[src/sv/binary_descriptor_nn_matcher_defines.svh]
`ifndef BINARY_DESCRIPTOR_NN_MATCHER_DEFINES_SVH
`define BINARY_DESCRIPTOR_NN_MATCHER_DEFINES_SVH

// assertion helpers, empty in synthesis
`ifndef SYNTHESIS
`define BDNN_ASSERT(lbl, prop, msg) \
  lbl: assert property (@(posedge clk_i) disable iff (!rst_ni) (prop)) else $error(msg);
`define BDNN_ASSERT_NEXT(lbl, ante, cons, msg) \
  lbl: assert property (@(posedge clk_i) disable iff (!rst_ni) (ante) |=> (cons)) \
    else $error(msg);
`else
`define BDNN_ASSERT(lbl, prop, msg)
`define BDNN_ASSERT_NEXT(lbl, ante, cons, msg)
`endif

`endif

[src/sv/bdnn_pkg.sv]
package bdnn_pkg;

  localparam int TABLE_DEPTH = 1024;
  localparam int DESC_BITS   = 256;

  localparam int WORD_BITS  = 64;
  localparam int IN_WORDS   = 4;
  localparam int IN_BITS    = IN_WORDS * WORD_BITS;
  localparam int DESC_WORDS = (DESC_BITS + WORD_BITS - 1) / WORD_BITS;
  localparam int ROW_W      = DESC_WORDS * WORD_BITS;
  localparam int IDX_W      = (TABLE_DEPTH > 1) ? $clog2(TABLE_DEPTH) : 1;
  localparam int CNT_W      = $clog2(TABLE_DEPTH + 1);
  localparam int DIST_W     = $clog2(DESC_BITS + 1);
  localparam int PCNT_W     = $clog2(WORD_BITS + 1);
  localparam int CAP_W      = 9;
  localparam int RATIO_W    = 4;
  localparam int PROD_W     = CAP_W + RATIO_W;
  localparam int OUT_IDX_W  = 10;
  localparam int CMD_W      = 2;
  localparam int CFG_IDX_W  = 2;
  localparam int CFG_DATA_W = 9;

  localparam logic [IN_BITS-1:0] DESC_MASK = {IN_BITS{1'b1}} >> (IN_BITS - DESC_BITS);

  localparam logic [CMD_W-1:0] CMD_QUERY = 2'd0;
  localparam logic [CMD_W-1:0] CMD_LOAD  = 2'd1;
  localparam logic [CMD_W-1:0] CMD_CLEAR = 2'd2;

  localparam logic [CFG_IDX_W-1:0] CFG_DISTANCE_CAP = 2'd0;
  localparam logic [CFG_IDX_W-1:0] CFG_MAX_DISTANCE = 2'd1;
  localparam logic [CFG_IDX_W-1:0] CFG_RATIO_TENTHS = 2'd2;

  localparam logic [CAP_W-1:0]   CAP_RESET   = 9'd128;
  localparam logic [CAP_W-1:0]   MAX_RESET   = 9'd80;
  localparam logic [RATIO_W-1:0] RATIO_RESET = 4'd7;

  typedef enum logic [1:0] {
    ST_IDLE,
    ST_SCAN,
    ST_WAIT
  } state_e;

  typedef struct packed {
    logic              valid;
    logic              last;
    logic [IDX_W-1:0]  idx;
    logic [DIST_W-1:0] hd;
  } chain_t;

  typedef struct packed {
    logic             valid;
    logic             match;
    logic [IDX_W-1:0] idx;
    logic [CAP_W-1:0] best;
    logic [CAP_W-1:0] second;
  } result_t;

  function automatic logic [PCNT_W-1:0] popcount(input logic [WORD_BITS-1:0] w);
    logic [PCNT_W-1:0] acc [WORD_BITS];
    for (int i = 0; i < WORD_BITS; i++) begin
      acc[i] = PCNT_W'(w[i]);
    end
    for (int s = 1; s < WORD_BITS; s = s * 2) begin
      for (int i = 0; i + s < WORD_BITS; i = i + 2 * s) begin
        acc[i] = acc[i] + acc[i+s];
      end
    end
    return acc[0];
  endfunction

endpackage

[src/sv/bdnn_cell.sv]
module bdnn_cell
  import bdnn_pkg::*;
(
  input  logic                 clk_i,
  input  logic                 rst_ni,
  input  logic                 load_i,
  input  logic [WORD_BITS-1:0] query_i,
  input  chain_t               chain_i,
  input  logic [ROW_W-1:0]     row_i,
  output chain_t               chain_o,
  output logic [ROW_W-1:0]     row_o
);

  logic [WORD_BITS-1:0] q_word_q;
  logic                 valid_q, last_q;
  logic [IDX_W-1:0]     idx_q;
  logic [DIST_W-1:0]    dist_q, dist_d;
  logic [ROW_W-1:0]     row_q, row_d;

  // add this word's distance and hand the rest of the row on
  assign dist_d = chain_i.hd + DIST_W'(popcount(q_word_q ^ row_i[WORD_BITS-1:0]));
  assign row_d  = row_i >> WORD_BITS;

  always_ff @(posedge clk_i) begin
    if (load_i) begin
      q_word_q <= query_i;
    end
  end

  always_ff @(posedge clk_i or negedge rst_ni) begin
    if (!rst_ni) begin
      valid_q <= 1'b0;
      last_q  <= 1'b0;
    end else begin
      valid_q <= chain_i.valid;
      last_q  <= chain_i.last;
    end
  end

  always_ff @(posedge clk_i) begin
    idx_q  <= chain_i.idx;
    dist_q <= dist_d;
    row_q  <= row_d;
  end

  assign chain_o.valid = valid_q;
  assign chain_o.last  = last_q;
  assign chain_o.idx   = idx_q;
  assign chain_o.hd    = dist_q;
  assign row_o         = row_q;

endmodule

[config.mk]
export PLATFORM = sky130hd
export DESIGN_NAME = bdnn_cell
export DESIGN_NICKNAME = d
export VERILOG_FILES = /design/src/sv/binary_descriptor_nn_matcher_defines.svh /design/src/sv/bdnn_pkg.sv /design/src/sv/bdnn_cell.sv
export SDC_FILE = /design/constraint.sdc
export NUM_CORES = 1
export LEC_CHECK = 0
export ABC_AREA = 1
export BUFFER_PORTS_ARGS = -buffer_cell sky130_fd_sc_hd__clkbuf_2
export CORE_AREA = 2 2 241 243
export DETAILED_ROUTE_END_ITERATION = 7
export DIE_AREA = 0 0 243 245
export GPL_TIMING_DRIVEN = 0
export REMOVE_ABC_BUFFERS = 1
export SKIP_CTS_REPAIR_TIMING = 1
export SLEW_MARGIN = 20
export SYNTH_ARGS = -nofsm -noshare
export SYNTH_HDL_FRONTEND = slang
export SYNTH_SLANG_ARGS = --single-unit
[constraint.sdc]
create_clock -name clk_i -period 6.55 [get_ports clk_i]
set_input_delay 0.9825 -clock clk_i [delete_from_list [all_inputs] [get_ports clk_i]]
set_output_delay 0.9825 -clock clk_i [all_outputs]
set_load 0.03 [all_outputs]
# Word level (Yosys, flattened, before mapping)
# Cells that the tools add are included.
# op_classes
n_addsub	64
n_bitwise	1
# ops
op	count
adder 1 x 1 -> 2 bit	32
XOR 64 bit	1
adder 2 x 2 -> 3 bit	16
adder 3 x 3 -> 4 bit	8
adder 4 x 4 -> 5 bit	4
adder 5 x 5 -> 6 bit	2
adder 9 x 7 -> 9 bit	1
adder 6 x 6 -> 7 bit	1
# totals
reg_bits	277
inputBits	344

# Depth between registers and ports, before layout
# depth
ltp_word	8
ltp_mapped	23
depth_no_buf	23

# Worst setup path after synthesis
# No wires, ideal clock.
# synth_timing
kind	input-to-reg
startpoint	in row_i[26]
endpoint	reg dist_q[8]
setup_time_ns	0.112
arrival_time_ns	6.382
required_time_ns	6.438
path_slack_ns	0.056
path_stages	20
cell_sequence	xor2_1 > fa_1 > inv_1 > fa_1 > inv_1 > fa_1 > fa_1 > fa_1 > fa_1 > inv_1 > fa_1 > fa_1 > fa_1 > inv_1 > fa_1 > nand2_1 > nand2_1 > nand3_1 > nand3b_1 > nand2_1
# synth_between
elab_chain_cells	8
# synth_rtl
item	line	text
start, declared	bdnn_cell.sv:9	input logic [ROW_W-1:0] row_i,
XOR 64 bit	bdnn_cell.sv:21	assign dist_d = chain_i.hd + DIST_W'(popcount(q_word_q ^ row_i[WORD_BITS-1:0]));
adder 1 x 1 -> 2 bit	bdnn_pkg.sv:65	acc[i] = acc[i] + acc[i+s];
adder 2 x 2 -> 3 bit	bdnn_pkg.sv:65	
adder 3 x 3 -> 4 bit	bdnn_pkg.sv:65	
adder 4 x 4 -> 5 bit	bdnn_pkg.sv:65	
adder 5 x 5 -> 6 bit	bdnn_pkg.sv:65	
adder 6 x 6 -> 7 bit	bdnn_pkg.sv:65	
adder 9 x 7 -> 9 bit	bdnn_cell.sv:21	
named net dist_d[8]	bdnn_cell.sv:17	logic [DIST_W-1:0] dist_q, dist_d;
end signal, assigned	bdnn_cell.sv:42	dist_q <= dist_d;
end, declared	bdnn_cell.sv:17	
# The timed path passes the listed nets, and every way through them passes these cells.
# A chain may end at the register's enable or synchronous reset.

# Final worst setup path
# layout_timing
startpoint	in row_i[32]
endpoint	reg dist_q[8]
# Same word-level chain as after synthesis.

==> results.txt <==
----------------------------------------------------
[Run status]
  Status ... completed

[Die]
  Die width ... 243 um
  Number of rows created at floorplan ... 88
  Die area ... 0.05954 sq mm
  Top-level port count ... 621
  DIE HEIGHT ... 245 um
  Core Area ... 0.05703 sq mm
  Initial core utilization ... 16.16%

[STA]
  Total count of max-transition violations in the final report ... 0
  Fmax ... 159.2 MHz
  Crit share post-route ... 95.93%
  Max-slew headroom ... 63.17%
  Clock tree skew after final layout ... 17.54 ps
  Transition at the pin with the smallest max-transition slack ... 552.5 ps
  Final count of hold timing violations ... 0
  Clock period minus worst slack ... 6283 ps
  RSZ-0062 raised after global routing ... false
  Final setup viols ... 0

[Clock tree]
  CTS buffer count ... 36
  Clk buf depth ... 3
  Clock latency reported for the late side of the worst-skew pair ... 540 ps
  Sink Count ... 277
  H-tree depth ... 2
  Root buffer cell ... clkbuf_16
  Clk pin slew, worst setup/hold paths ... 60 ps
  CTS tree ... built

[Critical path]
  Crit. End Element ... flip-flop
  Peak fanout along the critical path ... 3
  Required time at the worst-slack endpoint ... 6960 ps
  Worst Reg2Reg Path Length in Cells ... 21
  Category of the critical setup timing path ... input pin to flip-flop
  R2r setup slk ... 400 ps
  Critical path startpoint category ... input pin
  Data arrival time of the critical path ... 6700 ps
  RR Endpoint ... dist_q[8]
  Critical path destination ... dist_q[8]
  Worst R2R Start ... q_word_q[32]
  Start point of the critical path ... row_i[32]

[Global route]
  Maximum number of pins on one net before global-route repair ... 41
  Wire length of the first global-routing pass ... 52.29 mm
  Antenna violations before repair ... 30
  GRT Resource Usage Total ... 12.87%
  GR Overflow Total ... 0
  Number of global-route vias before repair ... 6803

[Run]
  Max-cap viol count ... 0

[Routing]
  Number of DRC violations after detailed routing ... 0
  Count of TritonRoute iterations in the first routing pass ... 4
  Detailed router's first-iteration violation count ... 130
  Routed wire per std cell ... 19.88 um
  Avg Vias per Cell ... 3.189
  Number of vias after detailed routing ... 6401
  Count of antenna-violating nets left after detailed routing ... 0
  Total Routed Length ... 39.90 mm

[Cells and area]
  Cell Count, Final, Fillers Out ... 2007
  Synthesis-to-layout area growth ... 51.88%
  Fraction of layout cells with a size suffix above 1 ... 50.57%
  Total number of nets in the final design ... 1633

[Logic synthesis]
  Fraction of the yosys area taken by sequential cells ... 67.24%
  Combined area of all synthesized cells ... 0.009215 sq mm
  Most area-hungry cell type in the Yosys netlist ... dfxtp_1
  Post-synth top area share ... 45.84%
  Post-Synthesis Cells ... 614
  Number of warning messages in the yosys log ... 0
  Avg Inst Size Synth ... 15.01 sq um
  Flip-flop and latch count after synthesis ... 277
  Area contributors post-synth ... dfxtp_1 46%, edfxtp_1 21%, fa_1 12%
  Count of unique library cells instantiated by Yosys ... 17

[Place]
  Weighted congestion reported at the end of routability-driven placement ... 0.8450
  Count of input and output buffers ... 556
  Placed wire-length estimate after detailed placement ... 35.47 mm
  Inst Count DP ... 1933

[Min path]
  Tightest Hold Check Type ... input pin to asynchronous set/reset pin

----------------------------------------------------
sequential cells by signal, indices dropped and copies added (netlist names):
register and count:
row_o 192, q_word_q 64, idx_q 10, dist_q 9, last_q 1, valid_q 1
routing by layer:
metal / vias up / track usage, % / share of wire (%)
met5: - / 0 / 0.56
met4: 36 / 5.359 / 4.6
met3: 99 / 7.402 / 11
met2: 330 / 23.08 / 52
met1: 2966 / 11.91 / 32
li1: 2970 / - / -
worst min-delay path by stage:
stage	to	slack, ps	depth (start not counted)
global placement	dist_q[0]	710	3
detailed placement	dist_q[0]	730	3
CTS	last_q	170	1
floorplan	dist_q[0]	670	3
finish	last_q	220	1
global route	last_q	180	1
metrics by stage:
step	setup slack (ps)	hold slack (ps)	util, %	instance area, sq um	setup TNS, ps
global placement	-640.6	707.5	22.26	12700	-3753
floorplan	55.66	670.0	-	8956	0
finish	266.7	218.7	24.54	14000	0
detailed placement	-680.2	727.2	22.30	12720	-4092
CTS	-123.0	171.4	24.42	13930	-228.0
global route	37.46	178.0	24.51	13980	0
worst max-delay path: stages:
cell,delay (ps)
clkbuf_2,120
xor2_4,200
fa_2,620
inv_2,60
fa_2,500
fa_1,540
inv_1,60
fa_1,500
fa_1,530
fa_1,490
inv_1,50
fa_1,460
fa_1,540
fa_2,220
inv_2,50
fa_2,360
nand2_2,80
nand2_2,70
nand3_2,80
nand2_1,50
nand2_1,60
nand2_1,60
cells in the final DEF, fill, tap and decap left out, types with 2 or more instances in the layout:
cell type,synthesis,routed
bufinv_16,0,4
clkbuf_1,0,10
xnor2_1,28,28
clkbuf_8,0,3
nand2_1,30,28
edfxtp_1,64,64
clkbuf_2,0,555
clkinv_2,0,2
a21oi_1,2,2
fa_1,56,51
clkinv_4,0,3
inv_2,0,2
nand3_1,5,4
inv_1,74,72
ha_1,26,26
nor2_1,4,4
dfxtp_1,211,211
clkbuf_16,0,36
clkinvlp_4,0,2
nand2_2,0,2
nand3b_1,3,3
conb_1,1,64
dfrtp_1,2,2
xor2_1,40,39
inv_6,0,2
fa_2,0,5
diode_2,0,8
synth_stat cells:
cell,number
inv_1,74
conb_1,1
a21oi_1,2
dfrtp_1,2
or2_4,1
buf_4,66
fa_1,56
nand3b_1,3
xor2_1,40
or2_1,1
ha_1,26
nor2_1,4
edfxtp_1,64
nand2_1,30
xnor2_1,28
dfxtp_1,211
nand3_1,5
layout make-up:
class                           instances  area, sq um
Inverter                               74        277.8
Multi-Input combinational cell        260         2524
Sequential cell                       277         6196
Antenna cell                            8        20.02
Clock buffer                           49        979.7
Fill cell                            6186        43040
Clock inverter                         16        229.0
Timing Repair Buffer                  558         2813
Tap cell                              765        957.2
cell families (layout without fill, tap and decap cells):
kind of cell | Yosys count | after routing | share of synthesized area [%]
DFF | 277 | 277 | 67.24
adders and majority gates | 82 | 82 | 15.70
other | 1 | 72 | 0.04069
buffers and inverters | 140 | 697 | 8.391
AOI/OAI and AO/OA | 2 | 2 | 0.1086
xor gates and xnor gates | 68 | 68 | 6.463
and+or+nand+nor | 44 | 44 | 2.064
Power is not shown: default switching activity piles up to over one toggle a cycle in this logic, so the estimate is an artifact.
