==> src/sv/binary_descriptor_nn_matcher_defines.svh <==
`ifndef BINARY_DESCRIPTOR_NN_MATCHER_DEFINES_SVH
`define BINARY_DESCRIPTOR_NN_MATCHER_DEFINES_SVH

// assertion helpers, empty in synthesis
`ifndef SYNTHESIS
`define BDNN_ASSERT(lbl, prop, msg) \
  lbl: assert property (@(posedge clk_i) disable iff (!rst_ni) (prop)) else $error(msg);
`define BDNN_ASSERT_NEXT(lbl, ante, cons, msg) \
  lbl: assert property (@(posedge clk_i) disable iff (!rst_ni) (ante) |=> (cons)) \
    else $error(msg);
`else
`define BDNN_ASSERT(lbl, prop, msg)
`define BDNN_ASSERT_NEXT(lbl, ante, cons, msg)
`endif

`endif

==> src/sv/bdnn_pkg.sv <==
package bdnn_pkg;

  localparam int TABLE_DEPTH = 1024;
  localparam int DESC_BITS   = 256;

  localparam int WORD_BITS  = 64;
  localparam int IN_WORDS   = 4;
  localparam int IN_BITS    = IN_WORDS * WORD_BITS;
  localparam int DESC_WORDS = (DESC_BITS + WORD_BITS - 1) / WORD_BITS;
  localparam int ROW_W      = DESC_WORDS * WORD_BITS;
  localparam int IDX_W      = (TABLE_DEPTH > 1) ? $clog2(TABLE_DEPTH) : 1;
  localparam int CNT_W      = $clog2(TABLE_DEPTH + 1);
  localparam int DIST_W     = $clog2(DESC_BITS + 1);
  localparam int PCNT_W     = $clog2(WORD_BITS + 1);
  localparam int CAP_W      = 9;
  localparam int RATIO_W    = 4;
  localparam int PROD_W     = CAP_W + RATIO_W;
  localparam int OUT_IDX_W  = 10;
  localparam int CMD_W      = 2;
  localparam int CFG_IDX_W  = 2;
  localparam int CFG_DATA_W = 9;

  localparam logic [IN_BITS-1:0] DESC_MASK = {IN_BITS{1'b1}} >> (IN_BITS - DESC_BITS);

  localparam logic [CMD_W-1:0] CMD_QUERY = 2'd0;
  localparam logic [CMD_W-1:0] CMD_LOAD  = 2'd1;
  localparam logic [CMD_W-1:0] CMD_CLEAR = 2'd2;

  localparam logic [CFG_IDX_W-1:0] CFG_DISTANCE_CAP = 2'd0;
  localparam logic [CFG_IDX_W-1:0] CFG_MAX_DISTANCE = 2'd1;
  localparam logic [CFG_IDX_W-1:0] CFG_RATIO_TENTHS = 2'd2;

  localparam logic [CAP_W-1:0]   CAP_RESET   = 9'd128;
  localparam logic [CAP_W-1:0]   MAX_RESET   = 9'd80;
  localparam logic [RATIO_W-1:0] RATIO_RESET = 4'd7;

  typedef enum logic [1:0] {
    ST_IDLE,
    ST_SCAN,
    ST_WAIT
  } state_e;

  typedef struct packed {
    logic              valid;
    logic              last;
    logic [IDX_W-1:0]  idx;
    logic [DIST_W-1:0] hd;
  } chain_t;

  typedef struct packed {
    logic             valid;
    logic             match;
    logic [IDX_W-1:0] idx;
    logic [CAP_W-1:0] best;
    logic [CAP_W-1:0] second;
  } result_t;

  function automatic logic [PCNT_W-1:0] popcount(input logic [WORD_BITS-1:0] w);
    logic [PCNT_W-1:0] acc [WORD_BITS];
    for (int i = 0; i < WORD_BITS; i++) begin
      acc[i] = PCNT_W'(w[i]);
    end
    for (int s = 1; s < WORD_BITS; s = s * 2) begin
      for (int i = 0; i + s < WORD_BITS; i = i + 2 * s) begin
        acc[i] = acc[i] + acc[i+s];
      end
    end
    return acc[0];
  endfunction

endpackage

==> src/sv/bdnn_tracker.sv <==
module bdnn_tracker
  import bdnn_pkg::*;
(
  input  logic               clk_i,
  input  logic               rst_ni,
  input  logic               init_i,
  input  logic [CAP_W-1:0]   cap_i,
  input  logic [CAP_W-1:0]   max_i,
  input  logic [RATIO_W-1:0] ratio_i,
  input  chain_t             chain_i,
  output result_t            res_o
);

  logic [CAP_W-1:0]  best_q, best_d, second_q, second_d, cur_hd;
  logic [IDX_W-1:0]  idx_q, idx_d;
  logic              found_q, found_d;
  logic [PROD_W-1:0] lhs, rhs;
  logic              match_d;
  logic              res_valid_q;
  logic              res_match_q;
  logic [IDX_W-1:0]  res_idx_q;
  logic [CAP_W-1:0]  res_best_q, res_second_q;

  assign cur_hd = CAP_W'(chain_i.hd);

  always_comb begin
    best_d   = best_q;
    second_d = second_q;
    idx_d    = idx_q;
    found_d  = found_q;
    priority if (init_i) begin
      best_d   = cap_i;
      second_d = cap_i;
      idx_d    = '0;
      found_d  = 1'b0;
    end else if (chain_i.valid && cur_hd < best_q) begin
      second_d = best_q;
      best_d   = cur_hd;
      idx_d    = chain_i.idx;
      found_d  = 1'b1;
    end else if (chain_i.valid && cur_hd < second_q) begin
      second_d = cur_hd;
    end
  end

  always_ff @(posedge clk_i) begin
    best_q   <= best_d;
    second_q <= second_d;
    idx_q    <= idx_d;
    found_q  <= found_d;
  end

  // ratio test: best times ten against ratio times second
  assign lhs     = (PROD_W'(best_q) << 3) + (PROD_W'(best_q) << 1);
  assign rhs     = PROD_W'(ratio_i) * PROD_W'(second_q);
  assign match_d = found_q && (best_q < max_i) && (lhs < rhs);

  always_ff @(posedge clk_i or negedge rst_ni) begin
    if (!rst_ni) begin
      res_valid_q <= 1'b0;
    end else begin
      res_valid_q <= chain_i.last;
    end
  end

  always_ff @(posedge clk_i) begin
    if (chain_i.last) begin
      res_match_q  <= match_d;
      res_idx_q    <= idx_q;
      res_best_q   <= best_q;
      res_second_q <= second_q;
    end
  end

  assign res_o.valid  = res_valid_q;
  assign res_o.match  = res_match_q;
  assign res_o.idx    = res_idx_q;
  assign res_o.best   = res_best_q;
  assign res_o.second = res_second_q;

endmodule

==> config.mk <==
export PLATFORM = sky130hd
export DESIGN_NAME = bdnn_tracker
export DESIGN_NICKNAME = d
export VERILOG_FILES = /design/src/sv/binary_descriptor_nn_matcher_defines.svh /design/src/sv/bdnn_pkg.sv /design/src/sv/bdnn_tracker.sv
export SDC_FILE = /design/constraint.sdc
export NUM_CORES = 1
export LEC_CHECK = 0
export ABC_AREA = 1
export BUFFER_PORTS_ARGS = -buffer_cell sky130_fd_sc_hd__buf_4
export CAP_MARGIN = 25
export CORE_MARGIN = 10
export CORE_UTILIZATION = 60
export CTS_BUF_LIST = sky130_fd_sc_hd__clkbuf_8
export CTS_CLUSTER_SIZE = 20
export DETAILED_ROUTE_END_ITERATION = 7
export GPL_TIMING_DRIVEN = 0
export PLACE_DENSITY = 0.84
export SLEW_MARGIN = 20
export SYNTH_ARGS = -nofsm -noshare
export SYNTH_HDL_FRONTEND = slang
export SYNTH_SLANG_ARGS = --single-unit
==> constraint.sdc <==
create_clock -name clk_i -period 6.5 [get_ports clk_i]
set_input_delay 0 -clock clk_i [delete_from_list [all_inputs] [get_ports clk_i]]
set_output_delay 0 -clock clk_i [all_outputs]
set_load 0.02 [all_outputs]
[Yosys cells after proc, flatten, opt, wreduce, memory -nomap -nowiden]
Cells that the tools add are included.
Widths: inputs -> output; s select.
Word-level totals
  register bits: 59
  word-level logic and storage cells: 26
  bits of input ports: 46
  output and inout bits: 30
Cells by class
  magnitude comparators: 4
  multipliers: 1
  mux-type cells: 5
  reductions and logical operators: 6
  add/subtract/negate cells: 1
Operator list (count)
  $mux 9: 5
  $lt 9x9->1: 3
  $add 12x10->13: 1
  $lt 13x13->1: 1
  $mul 4x9->13: 1
  $logic_and 1x1->1: 4
  $reduce_bool 3->1: 1
  $reduce_bool 2->1: 1

[Longest topological paths before layout]
Gate-level depths: netlist of the first run.
  word-level depth: 5
  mapped depth: 23
  depth with buffers taken out: 22

[Least setup slack after synthesis of the first run]
No wires, ideal clock.
  path kind: reg2reg
  start point: register second_q[2]
  end point: register res_match_q, data pin
  library setup time: 252 ps
  slack: 3010 ps
  clock period less this slack: 3490 ps
  required time: 6248 ps
  cell stages (with the launch flop): 22
  arrival time: 3238 ps
  path through: edfxtp_1 -> nand2_1 -> inv_1 -> fa_1 -> inv_1 -> fa_1 -> inv_1 -> ha_1 -> a21oi_1 -> o21ai_0 -> nand2_1 -> nand3_1 -> nand2_1 -> nand2_1 -> ha_1 -> nand2_1 -> inv_1 -> nand3_1 -> nor2_1 -> o21ai_0 -> nand2_1 -> nor2_1
Between the ends
  word-level cells in the longest chain between the ends: 3
RTL lines
  start, declared: RTL line bdnn_tracker.sv:14  | logic [CAP_W-1:0] best_q, best_d, second_q, second_d, cur_hd;
  start signal, assigned: RTL line bdnn_tracker.sv:48  | second_q <= second_d;
  $mul 4x9->13: RTL line bdnn_tracker.sv:55  | assign rhs = PROD_W'(ratio_i) * PROD_W'(second_q);
  $lt 13x13->1: RTL line bdnn_tracker.sv:56  | assign match_d = found_q && (best_q < max_i) && (lhs < rhs);
  $logic_and 1x1->1: RTL line bdnn_tracker.sv:56
  via match_d: RTL line bdnn_tracker.sv:18  | logic match_d;
  end signal, assigned: RTL line bdnn_tracker.sv:68  | res_match_q <= match_d;
  end, declared: RTL line bdnn_tracker.sv:20  | logic res_match_q;
The timed path passes the listed nets, and every way through them passes these cells.
A chain may end at the register's enable or synchronous reset.

[Worst setup path after layout of the first run]
Same ends and word-level chain as after synthesis.

==> impl_metrics.tcl, run 1 <==
set metrics [dict create \
    critPathLaunchType "register" \
    grt_pass1_vias 4240 \
    slowest_stage "fa_1" \
    yosys.area_share.simple_pct 20.2 \
    syn_nets 679 \
    hold_viol_final 0 \
    synth-compound-area-share_pct 7.37 \
    rows 32 \
    synth_area_um2 4650 \
    cts_made_buffers 9 \
    fp.dieH_um 108 \
    syn-instance-count 558 \
    dr.pass1.iters 4 \
    hold_class "in2reg" \
    synth-seq-cells 59 \
    peakVddDrop_mv 0.167 \
    die_w_um 108 \
    crit_top_cell "nand2_1" \
    critPathBufInv 4 \
    wl_um 12200 \
    drtIter0Drc 204 \
    path_clk_slew_ns 0.08 \
    skew_ns 0.0150 \
    p_per_area_nw_per_um2 257 \
    crit_path_max_fanout 6 \
    status "complete, no violations" \
    fin_crit_ns 3.96 \
    diodes 0 \
    cp.required_ns 6.62 \
    cts_max_level 3 \
    clock_latency_ns 0.36 \
    seq_area_um2 1660 \
    fin_tns_setup_ns 0 \
    synth_cell_types 29 \
    synthXorXnorAreaFrac_pct 2.26 \
    area_growth_pct 22.9 \
    ys_warn_count 0 \
    crit_arrival_ns 4.08 \
    final_layout_size_suffix_gt1_share_pct 15.3 \
    via_per_inst 5.42 \
    fillCellCount 572 \
    grt_pass1_wl_um 20300 \
    die_area_um2 11700 \
    synth_fa_ha_area_share_pct 22.6 \
    crit_cells 21 \
    num_io_pins 76 \
    port_buffers 71 \
    endpoint_kind "register" \
    grtUsageTotal_pct 21.9 \
    antenna_left 0 \
    multi_input_area_um2 2440 \
    syn_area_per_cell_um2 8.34 \
    cp_top_family "adder cells" \
    max_freq_mhz 252 \
    antenna_found_initial 0 \
    routabilityCongestion 0.924 \
    grt_max_degree 31 \
    drcViolationCount 0 \
    setup_violations 0 \
    num_vias 4171 \
    overflow 0 \
    timing_worst_setup_path_type "reg2reg" \
    synthMuxAreaShare_pct 0 \
    synth_top_family_by_area "adder cells" \
    tightestPinTransition_ns 0.546 \
    clock_path_buffers 2 \
    coreArea_um2 7650 \
    dp_hpwl_um 9180 \
    cts_tree "built" \
    cts.sinks 59 \
    cts_root_buf "clkbuf_8" \
    hold_depth 3 \
    post-cts-setup-buffers 0 \
    rr_worst_depth 21 \
    p_leak_nw 3.02 \
    start_util_pct 60.8 \
    max_stage_delay_ns 0.54 \
    wl_per_cell_um 15.8 \
    period_share_pct 60.9 \
    rsz0062_at_grt "no" \
    cp_cell_sequence "nand2_1, inv_1, fa_1, inv_1, fa_1, inv_1, ha_1, a21oi_1, o21ai_0, nand2_1, nand3_1, nand2_1, nand2_1, ha_1, nand2_1, inv_1, nand3_1, nor2_1, o21ai_0, nand2_1, nor2_1" \
    slew_viol_final 0 \
    slew_headroom_pct 63.6 \
    ys_seq_area_share_pct 35.6 \
    p_total_mw 1.47 \
    maxCapViolCount 0 \
    fin_nets 783 \
]
==> report_power, final <==
| group | internal [mW] | total, mW | switching (mW) |
|---|---|---|---|
| clock | 0.152 | 0.319 | 0.167 |
| sequential | 0.456 | 0.493 | 0.0378 |
| combinational | 0.271 | 0.658 | 0.387 |
| total | 0.879 | 1.47 | 0.592 |
==> worst register-to-register path: stages (launching register included) <==
cell      delay [ns]
edfxtp_1        0.51
nand2_1         0.10
inv_1           0.06
fa_1            0.54
inv_1           0.06
fa_1            0.53
inv_1           0.04
ha_1            0.36
a21oi_1         0.23
o21ai_0         0.14
nand2_1         0.11
nand3_1         0.08
nand2_1         0.07
nand2_1         0.05
ha_1            0.29
nand2_1         0.06
inv_1           0.06
nand3_1         0.09
nor2_1          0.11
o21ai_0         0.10
nand2_1         0.09
nor2_1          0.04
==> placed cells by master, fill, tap and decap left out, drive strengths merged <==
cell / netlist / final
nand2: 139 / 139
o21ai: 19 / 19
o21bai: 2 / 2
nand3b: 1 / 1
o21a: 3 / 3
edfxtp: 47 / 47
ha: 60 / 60
dfxtp: 11 / 11
xnor2: 3 / 3
clkbuf: 8 / 18
clkinv: 1 / 4
nor2: 20 / 20
nor3: 2 / 2
buf: 10 / 81
inv: 111 / 114
dlygate4sd3: 0 / 22
nand4: 27 / 27
a31oi: 2 / 2
dfrtp: 1 / 1
a21oi: 38 / 38
nand3: 28 / 28
xor2: 9 / 9
a21o: 1 / 1
fa: 15 / 15
==> cell usage after synthesis (all sizes together) <==
cell / n / area share [%]
dfrtp: 1 / 0.54
edfxtp: 47 / 30
nand3b: 1 / 0.16
nand2: 139 / 11
buf: 10 / 2.3
a31oi: 2 / 0.27
dfxtp: 11 / 4.7
a21oi: 38 / 4.1
ha: 60 / 16
o21a: 3 / 0.48
clkbuf: 8 / 0.65
xor2: 9 / 1.7
nor3: 2 / 0.22
inv: 111 / 9.0
fa: 15 / 6.5
xnor2: 3 / 0.56
a21o: 1 / 0.16
nand3: 28 / 3.2
nand4: 27 / 3.6
o21ai: 19 / 2.0
clkinv: 1 / 0.081
nor2: 20 / 1.7
o21bai: 2 / 0.32
==> cells by family after synthesis <==
| group | after synthesis |
|---|---|
| flip-flops | 59 |
| XOR/XNOR | 12 |
| AO/OA/AOI/OAI | 65 |
| adder cells (fa/ha/maj) | 75 |
| AND/OR/NAND/NOR | 217 |
| buffers and inverters | 130 |
==> metrics by stage <==
step	setup WS (ns)	instances	utilization [%]	hold WS (ns)	instance area, um2
final	2.54	769	74.8	0.0352	5720
after global routing	2.27	769	74.8	0.0640	5720
after CTS	2.54	769	74.8	0.0255	5720
after detailed placement	2.55	731	69.5	-0.223	5310
after global placement	2.64	731	69.5	-0.225	5310
after floorplan	3.01	558	-	-0.296	4650
==> registers in the layout, summed over array words and instances (netlist names) <==
name          cells
res_match_q       1
best_q            9
res_idx_q        10
second_q          9
idx_q            10
res_best_q        9
res_valid_q       1
res_second_q      9
found_q           1
==> metal layers <==
layer | track usage (%) | wire length, um | share of wire, %
met1 | 25.5 | 4940 | 41
met2 | 38.3 | 6210 | 51
met3 | 5.12 | 765 | 6.3
met4 | 8.49 | 270 | 2.2
met5 | 0 | 0 | 0
==> repair_timing <==
action,4_1_cts,5_1_grt
gates resized for setup,0,0
hold buffers,22,0
endpoints found under the hold margin,26,0
setup endpoints to repair,0,0
==> path summary, 6_finish.rpt <==
path	startpoint	endpoint	slack [ns]
min reg2reg	idx_q[8]$_SDFFE_PP0P_	res_idx_q[8]$_DFFE_PP_	0.43
max	second_q[2]$_DFFE_PP_	res_match_q$_DFFE_PP_	2.54
min in group asynchronous	rst_ni	res_valid_q$_DFF_PN0_	0.50
max in group asynchronous	rst_ni	res_valid_q$_DFF_PN0_	5.90
min	chain_i[1]	best_q[1]$_DFFE_PP_	0.04
max reg2reg	second_q[2]$_DFFE_PP_	res_match_q$_DFFE_PP_	2.54
==> cell type report <==
type | count | share of cell area [%]
multi-input cells | 369 | 42.7
flip-flops and latches | 59 | 29.0
repair buffers | 93 | 13.2
inverters | 112 | 7.35
clock buffers | 10 | 2.41
plain buffers | 18 | 2.39
well taps | 102 | 2.23
clock inverters | 6 | 0.810
(Power assumes the default switching activity.)
==> inputs of run 2 (changes only) <==
--- a/config.mk
+++ b/config.mk
@@ -9,12 +9,12 @@
 export BUFFER_PORTS_ARGS = -buffer_cell sky130_fd_sc_hd__buf_4
 export CAP_MARGIN = 25
 export CORE_MARGIN = 10
-export CORE_UTILIZATION = 60
+export CORE_UTILIZATION = 59
 export CTS_BUF_LIST = sky130_fd_sc_hd__clkbuf_8
 export CTS_CLUSTER_SIZE = 20
 export DETAILED_ROUTE_END_ITERATION = 7
 export GPL_TIMING_DRIVEN = 0
-export PLACE_DENSITY = 0.84
+export PLACE_DENSITY = 0.83
 export SLEW_MARGIN = 20
 export SYNTH_ARGS = -nofsm -noshare
 export SYNTH_HDL_FRONTEND = slang
==> constraint.sdc (replaced) <==
create_clock -name clk_i -period 4.1 [get_ports clk_i]
set_input_delay 0 -clock clk_i [delete_from_list [all_inputs] [get_ports clk_i]]
set_output_delay 0 -clock clk_i [all_outputs]
set_load 0.02 [all_outputs]
==> run 2 against run 1 <==
Compared with the run above: count of clock-buffer cells in the layout decreased by 1; global-route usage decreased by 1.0 points; setup slack got worse by 2.3 ns; cell count increased by 0.65%; first-iteration DRC count decreased by 4.4%; via count decreased by 0.22%; critical path type unchanged; critical endpoint unchanged.
==> impl_metrics.tcl, run 2 (synthesis results as in run 1) <==
set metrics [dict create \
    status "complete, no violations" \
    drcViolationCount 0 \
    path_clk_slew_ns 0.08 \
    rows 32 \
    crit_arrival_ns 3.96 \
    num_io_pins 76 \
    skew_ns 0.0108 \
    via_per_inst 5.38 \
    fin_crit_ns 3.85 \
    netSwitchingFraction_pct 40.7 \
    crit_path_max_fanout 6 \
    diodes 0 \
    dp_hpwl_um 9190 \
    grt_max_degree 31 \
    p_comb_share_pct 45.1 \
    fin_hold_ws_ns 0.00547 \
    p_sw_uw 955 \
    endpoint_kind "register" \
    critPathLaunchType "register" \
    final_common_cell "nand2_1" \
    rrSetupSlack_ns 0.25 \
    hold_viol_final 0 \
    timing_worst_setup_path_type "reg2reg" \
    peakVddDrop_mv 0.229 \
    rr_worst_depth 20 \
    fp.dieH_um 109 \
    p_per_area_nw_per_um2 408 \
    rr_startpoint "second_q[5]$_DFFE_PP_" \
    setup_violations 0 \
    clock_latency_ns 0.35 \
    min_to "res_valid_q$_DFF_PN0_" \
    hold_class "in2reg" \
    p_int_mw 1.39 \
    clock_path_buffers 2 \
    die_area_um2 11800 \
    fin_tns_setup_ns 0 \
    p_leak_nw 3.04 \
    fin_nets 788 \
    slew_viol_final 0 \
    worstHoldStart "chain_i[19]" \
    grtUsageTotal_pct 20.9 \
    grt_pass1_wl_um 19600 \
    cts_root_buf "clkbuf_8" \
    final_layout_size_suffix_gt1_share_pct 16.5 \
    hold_depth 1 \
    reg_top3 "idx_q: 10 flops, res_idx_q: 10 flops" \
    dr.pass1.iters 5 \
    timing.rr.end "res_match_q$_DFFE_PP_" \
    cts_max_level 3 \
    cts_tree "built" \
    coreArea_um2 7690 \
    drtIter0Drc 195 \
    die_w_um 109 \
    slew_headroom_pct 65.4 \
    cp.required_ns 4.21 \
    antenna_found_initial 0 \
    routabilityCongestion 0.888 \
    area_growth_pct 23.7 \
    cts.sinks 59 \
    maxCapViolCount 0 \
    overflow 0 \
    p_seq_share_pct 33.3 \
    wl_um 12000 \
    max_freq_mhz 260 \
    cts_made_buffers 9 \
    port_buffers 71 \
    grt_pass1_vias 4197 \
    final_cell_mix "138 x nand2_1, 110 x inv_1, 83 x buf_4, 60 x ha_1, 47 x edfxtp_1" \
    tightestPinTransition_ns 0.519 \
    period_share_pct 93.8 \
    clkPwrFrac_pct 21.6 \
    crit_start "second_q[5]$_DFFE_PP_" \
    wl_per_cell_um 15.5 \
    num_vias 4162 \
    antenna_left 0 \
    start_util_pct 60.5 \
    fillCellCount 568 \
]
-- run 2: cell types whose count changed in the layout (fill, tap and decap cells not counted), sizes merged --
cell,before,now
clkbuf,18,17
buf,81,87
dlygate4sd3,22,21
inv,114,117
clkinv,4,2
-- run 2: critical path: stages (launching register included) --
cell and delay, ns:
edfxtp_1 0.49, nand2_1 0.12, inv_1 0.06, fa_1 0.52, inv_1 0.05, fa_1 0.52, inv_1 0.04, ha_1 0.35
nand2_1 0.10, nor3_1 0.21, nand3_1 0.13, nand4_1 0.11, nand2_1 0.07, ha_1 0.29, nand2_1 0.06, inv_1 0.06
nand3_1 0.10, nor2_1 0.11, o21ai_0 0.08, nand2_1 0.08, nor2_1 0.05
-- run 2: what timing repair did --
item                                    4_1_cts  5_1_grt
hold buffers                                 21        0
setup buffers                                 0        6
gates resized for setup                       0        4
hold endpoints to repair                     25        0
endpoints found under the setup margin        0        1
-- run 2: worst max path at each step --
stage	slack (ns)	to
after CTS	0.16	res_match_q$_DFFE_PP_
after global routing	-0.009	res_match_q$_DFFE_PP_
final	0.25	res_match_q$_DFFE_PP_
after detailed placement	0.18	res_match_q$_DFFE_PP_
after floorplan	0.61	res_match_q$_DFFE_PP_
after global placement	0.24	res_match_q$_DFFE_PP_
-- run 2: final cells by class --
cell class | instances | area (um2) | area share [%]
Buffer | 18 | 136 | 2.37
Multi-Input combinational cell | 369 | 2450 | 42.5
Inverter | 112 | 420 | 7.30
Clock buffer | 9 | 124 | 2.15
Timing Repair Buffer | 98 | 788 | 13.7
Clock inverter | 7 | 55.1 | 0.957
Sequential cell | 59 | 1660 | 28.8
Tap cell | 102 | 128 | 2.22
-- run 2: routing by layer --
layer | share of wire, % | GRT usage [%] | vias up
met5 | 0 | 0 | -
met4 | 3.2 | 9.60 | 0
met3 | 7.1 | 3.48 | 30
met2 | 51 | 37.1 | 149
met1 | 39 | 24.2 | 1940
li1 | - | - | 2043
-- run 2: power groups by stage --
stage	logic, mW	clock network (mW)	registers, mW
5_1_grt	1.23	0.533	0.788
3_5_place_dp	1.02	0	0.795
3_3_place_gp	0.974	0	0.791
4_1_cts	1.04	0.506	0.782
2_1_floorplan	0.725	0	0.803
6_report	1.06	0.508	0.782
-- run 2: per-stage QoR --
stage	instances	cell area (um2)	util [%]	total power [mW]	setup WS [ns]
2_1_floorplan	558	4650	-	1.53	0.610
3_3_place_gp	731	5310	69.1	1.77	0.237
3_5_place_dp	731	5310	69.1	1.81	0.175
4_1_cts	768	5700	74.2	2.33	0.161
5_1_grt	774	5760	74.9	2.55	-0.00890
6_report	774	5760	74.9	2.35	0.255
